==> config.mk <==
export PLATFORM = sky130hd
export DESIGN_NAME = gmat_cell
export DESIGN_NICKNAME = d
export VERILOG_FILES = /design/src/gmat_pkg.sv /design/src/gmat_cell.sv
export SDC_FILE = /design/constraint.sdc
export NUM_CORES = 1
export LEC_CHECK = 0
export BUFFER_PORTS_ARGS = -buffer_cell sky130_fd_sc_hd__buf_4
export CORE_MARGIN = 8
export CORE_UTILIZATION = 43
export DETAILED_ROUTE_END_ITERATION = 12
export MAX_ROUTING_LAYER = met4
export PLACE_DENSITY_LB_ADDON = 0.15
export SYNTH_ARGS = -nofsm -noshare
export SYNTH_HDL_FRONTEND = slang
export SYNTH_SLANG_ARGS = --single-unit
==> constraint.sdc <==
create_clock -name clk_i -period 2 [get_ports clk_i]
set_input_delay 0.1 -clock clk_i [delete_from_list [all_inputs] [get_ports clk_i]]
set_output_delay 0.1 -clock clk_i [all_outputs]
set_load 0.05 [all_outputs]
==> src/gmat_pkg.sv <==
// gmat_pkg: opcodes, glob constants, control struct and case folding
// shared by the glob matcher cells and the top level; no dependencies
package gmat_pkg;

  // input opcodes
  typedef enum logic [1:0] {
    OP_CLEAR  = 2'd0,
    OP_APPEND = 2'd1,
    OP_TEXT   = 2'd2,
    OP_END    = 2'd3
  } op_e;

  localparam logic [7:0] CH_STAR  = 8'h2A;
  localparam logic [7:0] CH_QMARK = 8'h3F;
  localparam logic [7:0] CH_UPPER_A = 8'h41;
  localparam logic [7:0] CH_UPPER_Z = 8'h5A;
  localparam logic [7:0] CASE_OFFSET = 8'h20;

  // broadcast from the top level to every cell
  typedef struct packed {
    logic       accept;
    op_e        op;
    logic [7:0] chr;     // case-folded byte of the item
  } ctrl_t;

  // fold ascii A-Z to lower case
  function automatic logic [7:0] fold_case(input logic [7:0] c);
    logic [7:0] r;
    r = c;
    if (c >= CH_UPPER_A && c <= CH_UPPER_Z) begin
      r = c + CASE_OFFSET;
    end
    return r;
  endfunction

endpackage

==> src/gmat_cell.sv <==
// gmat_cell: one pattern position; holds its byte, in-use bit and active bit
// depends on gmat_pkg
module gmat_cell (
  input  logic            clk_i,
  input  logic            rst_ni,
  input  gmat_pkg::ctrl_t ctrl_i,
  input  logic            prev_used_i,
  input  logic            prev_active_i,
  input  logic            closed_i,
  output logic            used_o,
  output logic            active_o,
  output logic            gen_o,
  output logic            prop_o
);

  logic       used_q, used_d;
  logic       active_q, active_d;
  logic       star_q, qm_q;
  logic [7:0] chr_q;
  logic       write_here;
  logic       hit;

  // first free cell takes an appended byte
  assign write_here = ctrl_i.accept && (ctrl_i.op == gmat_pkg::OP_APPEND)
                      && !used_q && prev_used_i;

  assign hit = qm_q || (chr_q == ctrl_i.chr);

  // closure inputs: free cells copy their predecessor, except the one taking an appended byte
  always_comb begin
    gen_o = 1'b0;
    case (ctrl_i.op)
      gmat_pkg::OP_CLEAR:  gen_o = 1'b0;
      gmat_pkg::OP_APPEND: gen_o = used_q & active_q;
      gmat_pkg::OP_TEXT:   gen_o = used_q & (star_q ? active_q : (hit & prev_active_i));
      gmat_pkg::OP_END:    gen_o = 1'b0;
      default:             gen_o = 1'b0;
    endcase
    if (ctrl_i.op == gmat_pkg::OP_CLEAR) begin
      prop_o = 1'b1;
    end else if (write_here) begin
      prop_o = (ctrl_i.chr == gmat_pkg::CH_STAR);
    end else begin
      prop_o = !used_q || star_q;
    end
  end

  // next control state
  always_comb begin
    used_d   = used_q;
    active_d = active_q;
    if (ctrl_i.accept) begin
      active_d = closed_i;
      if (ctrl_i.op == gmat_pkg::OP_CLEAR) begin
        used_d = 1'b0;
      end else if (write_here) begin
        used_d = 1'b1;
      end
    end
  end

  always_ff @(posedge clk_i or negedge rst_ni) begin
    if (!rst_ni) begin
      used_q   <= 1'b0;
      active_q <= 1'b1;
    end else begin
      used_q   <= used_d;
      active_q <= active_d;
    end
  end

  // pattern byte, stored folded with its wildcard flags
  always_ff @(posedge clk_i) begin
    if (write_here) begin
      chr_q  <= ctrl_i.chr;
      star_q <= (ctrl_i.chr == gmat_pkg::CH_STAR);
      qm_q   <= (ctrl_i.chr == gmat_pkg::CH_QMARK);
    end
  end

  assign used_o   = used_q;
  assign active_o = active_q;

endmodule

==> impl_results.md <==
- Pre-CTS worst setup slack: roughly 0.63 ns
- Clk Latency, worst-skew pair: roughly 0.26 ns
- Worst-Margin Slew: between 0.3 and 0.4 ns
- Post-Route WL: around 1.2 mm
- CTS Hold Bufs: 1
- GPL Wtd Cong: 0.756
- Drt wl/cell: around 14 µm
- DR iter-0 viols: 9
- Synth Instances: slightly below 50
- H-tree levels: 1
- Crit. End Element: output pin
- DR vias: 462
- Worst r2r dst: qm_q$_DFFE_PP_
- CP startpoint kind: flip-flop
- Peak Freq: 0.628 GHz
- Setup Crit Path Kind: reg -> out
- Synth async-reset ratio: 16.7%
- P&R area growth vs syn: 33.4%
- CP delay by family, top: flip-flops
- PnR Total Power: 0.555 mW
- Post-synth EDFFs: 10
- Hold slack: 0.0442 ns
- Drt first pass iters: 4
- Reg2reg setup slack: 0.69 ns
- GRT Util Overall: 9.25%
- Setup-failing EPs final: 0
- Die Span Y: 53.6 µm
- Final TNS setup: 0 ns
- Hold Path Sink: active_o$_DFFE_PN1P_
- Top-Level Pins: 20
- Max FO, Critical Path: 2
- Critical Path Slowest Stage Cell: edfxtp_1
- Fin Clk Skew: 0.00819 ns
- Max_cap viols: 0
- Initial antenna violation count: 0
- Reg-to-reg startpoint: used_o$_DFFE_PN0P_
- Post-synthesis register bit count: 12
- Initial core utilization: 46.1%
- Clock period minus final worst setup slack: 1.59 ns
- Hold Path Stages: 2
- Total gr overflow: 0
- Synth cell types: 19
- Die Wd: 53.6 µm
- Synth warn: 0
- Vias in the first global route: a little over 500
- TritonCTS Buffers: 3
- Ratio of cells with drive above 1 in the final layout: between 30% and 40%
- Buffers on Ports: 19
- Largest net degree at the start of global routing: 11
- Peak per-stage delay on the critical path: ~0.39 ns
- ANT cells: 0
- Status: finished, final reports clean
- Post-DRT Antenna Nets: 0
- LEAKAGE: 0.337 nW
- PwrDens: 686 nW/µm²
- FILL cells: 111
- DR vias/cell: about 5.3
- Syn Area/Cell: ~12 µm²
- Site Rows: 13
- DP Area: 773 µm²
- Root buf cell: clkbuf_4
- Finished Cell Area: 810 µm²
- Worst slew margin: about three quarters
- Post-synthesis cell area: just over 600 µm²
- Final Slew Violations: 0
- Share of the synthesized area in the top cell type: between 40 and 50%
- Critical path, cell by cell: nor2b_1, nand4_1, o31ai_2, buf_4
- Synth top area cells: edfxtp_1 49%, xnor2_1 12%, ha_1 6.2%
- Synth area leader: edfxtp_1
- CTS tree: done
- Critical path required time: 1.90 ns
- Final Hold Viols: 0
- Hold_sp: ctrl_i[10]
- Fin util: a little over 60%
- Seq/Total Area, Yosys: between 50 and 60%
- Setup Buffers After CTS: 0
- Top-count cell post-synth: edfxtp_1
- Core ar.: 1320 µm²
- Post-Place Cells: 83
- Worst vdd ir: 403 µV
- Final worst slack: about 0.41 ns
- Reg2Reg Depth: 3
- CP Buf/Inv Count: 1
- Number of gates resized after cts: 0
- Unrepaired setup endpoints after global routing: false
- CTS Buffer Depth: 2
- Die area: between 2000 and 3000 µm²
- Fin crit share: 79.6%
- Synth top cells by count: 10 x edfxtp_1, 8 x xnor2_1, 5 x inv_1, 5 x nand4_1
- Clock Pin Slew Worst Setup and Hold Paths: 0.07 ns
- Final cell count without fillers: 88
- Worst Path Arrival: 1.49 ns
- DRC violations left: 0
- Post-synth top flop: edfxtp_1
- Layout net count: 93
- Hold Path Class: in -> reg
- Syn_nets: 68
- # clock sinks: 12
- First-pass GRT wire length: 1.99 mm
-- metal layers --
layer / wire length (µm) / GRT usage, %
met1: 560 / 11.2
met2: 487 / 12.9
met3: 148 / 3.58
met4: 6 / 5.04
met5: 0 / -
-- where the power goes --
group | internal, mW | leakage [nW] | switching (mW)
sequential | 0.281 | 0.117 | 0.00518
combinational | 0.0513 | 0.205 | 0.0710
clock | 0.0769 | 0.0150 | 0.0692
-- final cells by class --
cell class                 instances  area (µm²)  area share (%)
sequential                        12         352            43.4
timing repair buffer              20         153            18.9
inverter                           5        18.8            2.32
clock buffer                       4        26.3            3.25
multi-input combinational         32         241            29.8
tap                               15        18.8            2.32
-- worst max path at each step --
stage	slack (ns)	start	cells after the start	endpoint
after floorplan	0.26	used_o$_DFFE_PN0P_	2	gen_o
after global placement	0.61	ctrl_i[8]	7	gen_o
after detailed placement	0.63	ctrl_i[8]	7	gen_o
after CTS	0.38	star_q$_DFFE_PP_	5	gen_o
after global routing	0.26	star_q$_DFFE_PP_	5	gen_o
final	0.41	star_q$_DFFE_PP_	4	gen_o
-- state kept, by name, summed over array words and instances, names as in the netlist --
signal and flops:
chr_q 8, active_o 1, qm_q 1, star_q 1
used_o 1
-- logic make-up after synthesis --
logic type               synth area share [%]
AO/OA/AOI/OAI                            4.33
XOR/XNOR                                 11.5
adder cells (fa/ha/maj)                  6.19
buffers and inverters                    3.09
flip-flops                               57.9
multiplexers                             1.65
AND/OR/NAND/NOR                          15.3
-- cell usage in the layout, fill, tap and decap left out, types with 2 or more instances in the layout --
master,instances
buf_4,19
inv_1,5
nand2_1,2
xnor2_1,8
ha_1,3
nand3_1,2
clkbuf_4,3
nand4_1,5
edfxtp_1,10
nor2_1,3
-- worst register-to-register path, stage by stage, from the launching register on --
cell and delay [ns]:
dfrtp_1 0.40, inv_1 0.10, nand4_1 0.14, inv_1 0.32
No activity file was read; power rests on OpenSTA's default activity.
