==> src/gmat_prefix.sv <==
// gmat_prefix: log-depth star closure over all pattern positions
// (generate/propagate prefix network); no package dependencies
module gmat_prefix #(
  parameter int N = 257
) (
  input  logic [N-1:0] gen_i,
  input  logic [N-1:0] prop_i,
  output logic [N-1:0] closed_o
);

  localparam int LEVELS = (N > 1) ? $clog2(N) : 1;

  logic [N-1:0] g_lv [LEVELS+1];
  logic [N-1:0] p_lv [LEVELS];

  assign g_lv[0] = gen_i;
  assign p_lv[0] = prop_i;

  // each level doubles the reach of a star run
  for (genvar k = 0; k < LEVELS; k++) begin : g_level
    localparam int D = 1 << k;
    for (genvar j = 0; j < N; j++) begin : g_bit
      if (j >= D) begin : g_comb
        assign g_lv[k+1][j] = g_lv[k][j] | (p_lv[k][j] & g_lv[k][j-D]);
        if (k + 1 < LEVELS) begin : g_p
          assign p_lv[k+1][j] = p_lv[k][j] & p_lv[k][j-D];
        end
      end else begin : g_pass
        assign g_lv[k+1][j] = g_lv[k][j];
        if (k + 1 < LEVELS) begin : g_p
          assign p_lv[k+1][j] = p_lv[k][j];
        end
      end
    end
  end

  assign closed_o = g_lv[LEVELS];

endmodule

==> config.mk <==
export PLATFORM = sky130hd
export DESIGN_NAME = gmat_prefix
export DESIGN_NICKNAME = d
export VERILOG_FILES = /design/src/gmat_prefix.sv
export SDC_FILE = /design/constraint.sdc
export NUM_CORES = 1
export LEC_CHECK = 0
export ABC_AREA = 1
export BUFFER_PORTS_ARGS = -buffer_cell sky130_fd_sc_hd__buf_2
export CORE_AREA = 2 2 297 299
export DETAILED_ROUTE_END_ITERATION = 6
export DIE_AREA = 0 0 299 301
export PLACE_DENSITY = 0.59
export SLEW_MARGIN = 0
export SYNTH_ARGS = -nofsm -noshare
export SYNTH_HDL_FRONTEND = slang
export SYNTH_SLANG_ARGS = --single-unit
==> constraint.sdc <==
create_clock -name vclk -period 1.4
set_clock_uncertainty 0.05 [all_clocks]
set_input_delay 0.14 -clock vclk [all_inputs]
set_output_delay 0.14 -clock vclk [all_outputs]
set_load 0.005 [all_outputs]
==> results of run 1 <==
==> metrics by stage <==
step                hold slack, ns  instances
floorplan                   0.3108       5718
global placement            0.4945       8613
detailed placement          0.4955       8613
CTS                         0.5027       8648
global route                0.4694       8751
finish                      0.4683       8771
==> cells in the final DEF, fill, tap and decap left out, drive strengths merged, types with 3 or more instances in the layout <==
| cell | count |
|---|---|
| a21o | 10 |
| nand4 | 3 |
| clkbuf | 25 |
| a21boi | 4 |
| o21a | 8 |
| o21ai | 217 |
| nor2 | 970 |
| a31oi | 4 |
| a21oi | 397 |
| nand3b | 21 |
| o21bai | 47 |
| nor3 | 43 |
| nand2 | 2276 |
| nand3 | 132 |
| inv | 1573 |
| diode | 83 |
| and2 | 8 |
| buf | 1791 |
==> cells in the mapped netlist (3+ instances only) <==
cell,count
inv_1,1557
nand4_1,3
a21oi_2,4
nor2_1,907
a21oi_1,393
nand3_2,17
nand3_1,115
nand3b_2,12
a21o_1,10
and2_1,8
nor3_1,30
o21a_1,8
a31oi_1,4
a21boi_0,3
nand2_1,2223
inv_2,17
nor3_2,13
nor2_4,4
o21ai_0,193
o21ai_1,22
o21bai_1,46
nor2_2,59
nand3b_1,9
nand2_2,53
==> area by class of cell <==
type                            count  area [um^2]
Inverter                         1574         5962
Antenna cell                       83        207.7
Fill cell                        9758        40820
Multi-Input combinational cell   4143        25430
Timing Repair Buffer             1816        12620
Tap cell                         1155         1445
==> power by group <==
part | internal [W] | total, W | switching [W]
clock | 0.00000000802 | 0.00000000802 | 0
combinational | 0.00502 | 0.0128 | 0.00782
sequential | 0 | 0 | 0
total | 0.00502 | 0.0128 | 0.00782
==> layer usage <==
layer	share of wire (%)	GRT usage (%)
met3	7.2	6.450
met4	11	35.48
met1	36	46.45
met2	46	74.60
met5	0.069	0
==> timing repair <==
| action | CTS | global route |
|---|---|---|
| setup endpoints to repair | 251 | 250 |
| pin swaps | 215 | 485 |
| hold buffers | 0 | 0 |
| buffers inserted | 37 | 49 |
| gates resized for setup | 1237 | 1632 |
==> worst paths after layout <==
| path | startpoint | end | slack, ns |
|---|---|---|---|
| min | gen_i[0] | closed_o[0] | 0.47 |
| max | prop_i[68] | closed_o[214] | -0.74 |
==> logic make-up after synthesis <==
| group | synth area share [%] |
|---|---|
| simple gates | 59.11 |
| buf+inv | 25.31 |
| compound gates | 15.58 |
==> impl_metrics.json, run 1 <==
{
  "seq_cell_count": 0,
  "hpwl_mm": 188.8,
  "grt_max_degree": 6,
  "coreArea_um2": 86480,
  "maxSlewHeadroom_pct": 70.20,
  "num_vias": 42745,
  "syn-num-nets": 6232,
  "min_path_type": "primary input to output pin",
  "path_max_fanout": 3,
  "place_ws_ns": -1.344,
  "initial_core_util_pct": 27.03,
  "hold_viol_final": 0,
  "worst_ep_arrival_time_ns": 1.95,
  "final_max_slew_viol_count": 0,
  "grt_pass1_wl_mm": 273.7,
  "ys_types": 31,
  "violations": "setup timing",
  "die_h_um": 301,
  "avgSynthCellArea_um2": 4.088,
  "routabilityCongestion": 1.115,
  "placementRows": 108,
  "rsz0062_at_grt": "yes",
  "cp-start-kind": "primary input",
  "cpLargestDelayFamily": "simple AND/OR/NAND/NOR gates",
  "max_slew.worst_pin.slew_ns": 0.4423,
  "synth_top_cell_area_share_pct": 35.70,
  "dpl-instance-area_um2": 36200,
  "syn_area_um2": 23370,
  "fin_area_um2": 45670,
  "grt.overflow.total": 0,
  "final_nets": 8049,
  "area_delta_synth_final_pct": 95.36,
  "ios": 771,
  "worstSetupPathDepth": 14,
  "routed_via_density": 4.873,
  "cp_num_buf_inv": 4,
  "io_buffers": 770,
  "finalPower_w": 0.01284,
  "track_usage_pct": 43.02,
  "wl_per_cell_um": 23.81,
  "drtIter0Drc": 3835,
  "post-route-util_pct": 52.80,
  "yosys_warnings": 0,
  "peakVddDrop_uv": 189.2,
  "critical_path_required_ns": 1.21,
  "clock.fmax_ghz": 0.4666,
  "seq_area_um2": 0,
  "die_area_um2": 90000,
  "clock_buffers": 0,
  "yosysTopAreaCell": "nand2_1",
  "setup_viol": 251,
  "drc": 0,
  "fin_crit_sh_pct": 153.1,
  "leakage_nw": 23.78,
  "seq_area_frac_synth_pct": 0,
  "period_needed_ns": 2.143,
  "grt_pass1_vias": 40102,
  "setup_tns_ns": -142.00,
  "power_density_nw_per_um2": 281.1,
  "worstSetupPathType": "primary input to output pin",
  "end_kind": "output pin",
  "worst_slack_ns": -0.7434,
  "drive_above_1_share_pct": 52.34,
  "final_antenna_net_count": 0,
  "cap_violations": 0,
  "antenna_found_initial": 99,
  "synthCells": 5718,
  "status": "complete, but fails checks",
  "ys_top_cells_by_area": "nand2_1, inv_1, nor2_1",
  "critPathSlowestCell": "nand3b_1",
  "drt-total-wl_mm": 208.9,
  "first_pass_iters": 6,
  "critical-path-max-stage-delay_ns": 0.30,
  "whs_path_depth": 2,
  "crit_path_cell_trace": "clkbuf_4, nand2_1, nand2_2, a21oi_4, o21ai_1, buf_4, inv_1, nand2_2, nand2_1, nand2_2, nand3b_1, nand2_1, nand3_1, buf_2",
  "die_w_um": 299
}
Power figures use the tool's default switching activity.
==> inputs of run 2 (changes only) <==
--- a/config.mk
+++ b/config.mk
@@ -7,10 +7,10 @@
 export LEC_CHECK = 0
 export ABC_AREA = 1
 export BUFFER_PORTS_ARGS = -buffer_cell sky130_fd_sc_hd__buf_2
-export CORE_AREA = 2 2 297 299
+export CORE_AREA = 2 2 296 298
 export DETAILED_ROUTE_END_ITERATION = 6
-export DIE_AREA = 0 0 299 301
-export PLACE_DENSITY = 0.59
+export DIE_AREA = 0 0 298 300
+export PLACE_DENSITY = 0.57
 export SLEW_MARGIN = 0
 export SYNTH_ARGS = -nofsm -noshare
 export SYNTH_HDL_FRONTEND = slang
==> constraint.sdc (replaced) <==
create_clock -name vclk -period 2.7
set_clock_uncertainty 0.05 [all_clocks]
set_input_delay 0.27 -clock vclk [all_inputs]
set_output_delay 0.27 -clock vclk [all_outputs]
set_load 0.005 [all_outputs]
==> impl_metrics.json, run 2 (synthesis results as in run 1) <==
{
  "initial_core_util_pct": 27.11,
  "seq_cell_count": 0,
  "whs_path_depth": 2,
  "clkPwrFrac_pct": 0,
  "stdcell_count": 7958,
  "min_path_type": "primary input to output pin",
  "cp-start-kind": "primary input",
  "cap_violations": 0,
  "clock.fmax_ghz": 0.3752,
  "cpLargestDelayFamily": "simple AND/OR/NAND/NOR gates",
  "final_nets": 7310,
  "hpwl_mm": 158.2,
  "sequentialPowerShare_pct": 0,
  "final_antenna_net_count": 0,
  "track_usage_pct": 35.89,
  "p_sw_share_pct": 66.44,
  "worstSetupPathType": "primary input to output pin",
  "status": "finished clean",
  "critical-path-max-stage-delay_ns": 0.23,
  "placed_cells": 7945,
  "grt.overflow.total": 0,
  "drt-total-wl_mm": 168.2,
  "grt_pass1_wl_mm": 234.2,
  "die_h_um": 300,
  "num_vias": 36888,
  "wl_per_cell_um": 21.14,
  "die_area_um2": 89400,
  "grt_pass1_vias": 35088,
  "routabilityCongestion": 1.092,
  "worstSetupPathDepth": 14,
  "period_needed_ns": 2.665,
  "coreArea_um2": 86210,
  "die_w_um": 298,
  "ios": 771,
  "leakage_nw": 18.47,
  "final_common_cell": "nand2_1",
  "maxSlewHeadroom_pct": 60.21,
  "drc": 0,
  "power_frac_comb_pct": 100.0,
  "rsz0062_at_grt": "yes",
  "worst_ep_arrival_time_ns": 2.35,
  "post-route-util_pct": 36.44,
  "fill_cells": 10896,
  "setup_viol": 0,
  "end_kind": "output pin",
  "final_cell_mix": "nand2_1, inv_1, nor2_1, buf_2, a21oi_1",
  "io_buffers": 770,
  "antenna_found_initial": 19,
  "grt_max_degree": 6,
  "routed_via_density": 4.635,
  "p_sw_w": 0.003025,
  "fin_crit_sh_pct": 98.72,
  "first_pass_iters": 6,
  "area_delta_synth_final_pct": 34.40,
  "p_int_w": 0.001528,
  "path_max_fanout": 3,
  "hold_viol_final": 0,
  "peakVddDrop_uv": 64.09,
  "final_max_slew_viol_count": 0,
  "max_slew.worst_pin.slew_ns": 0.5906,
  "critPathSlowestCell": "nand3_1",
  "drtIter0Drc": 2964,
  "power_density_nw_per_um2": 144.9,
  "critical_path_required_ns": 2.38,
  "crit_path_cell_trace": "buf_2, nand2_1, nor2_1, inv_1, nor2_1, inv_1, nor2_1, inv_1, nor2_2, nand2_1, nor3_2, nand2_1, nand3_1, buf_2",
  "multiInputGateArea_um2": 17810,
  "clock_buffers": 0,
  "cp_num_buf_inv": 5,
  "drive_above_1_share_pct": 20.06,
  "placementRows": 108,
  "seq_area_um2": 0
}
## run 2: changes by cell type in the layout (fill, tap and decap cells not counted), moves of 128 or more
cell / delta
buf_4: -737
nand2_1: +695
nand2_2: -521
nor2_1: +483
inv_1: +258
a21oi_1: +256
nor2_4: -249
inv_2: -237
nor2_2: -234
a21oi_2: -181
nand2_4: -171
buf_2: +128
## run 2: final timing paths
path	startpoint	to	slack, ns
setup / recovery	prop_i[208]	closed_o[218]	0.03
hold / removal	gen_i[0]	closed_o[0]	0.71
## run 2: area by class of cell
class                      count  share of cell area [%]
timing repair buffer        1077                   19.82
inverter                    1574                   18.81
antenna                        9                 0.07169
multi-input combinational   4143                   56.70
tap                         1155                   4.600
## run 2: repair_timing
action | CTS | global route
endpoints found under the setup margin | 19 | 88
pin swaps | 1 | 8
hold endpoints to repair | 0 | 0
resized for setup | 6 | 123
setup buffers | 1 | 3
hold buffers | 0 | 0
## run 2: per-stage QoR
step	total power (W)	TNS [ns]	setup WS (ns)	hold slack, ns	instance area (um^2)
6_report	0.004552	0	0.03456	0.7085	31420
5_1_grt	0.004858	-0.05089	-0.04103	0.7253	31400
4_1_cts	0.004436	0	0.008833	0.7190	31020
3_5_place_dp	0.004416	-0.7084	-0.09462	0.7186	31000
3_3_place_gp	0.004422	-1.424	-0.1105	0.7146	31000
2_1_floorplan	0.001831	0	1.017	0.5708	23370
## run 2: routing by layer
layer | vias to the layer above | share of wire [%] | track usage (%)
met2 | 1425 | 47 | 63.56
met5 | - | 0.046 | 0
met1 | 16430 | 41 | 43.54
li1 | 18736 | - | -
met3 | 287 | 5.9 | 3.599
met4 | 10 | 5.9 | 16.79
## run 2: power groups by stage
stage	registers (W)	clock network, W	logic (W)
after floorplan	0	0	0.00183
after global routing	0	0.0000000000994	0.00486
after detailed placement	0	0	0.00442
after CTS	0	0	0.00444
final	0	0.000000000456	0.00455
after global placement	0	0	0.00442
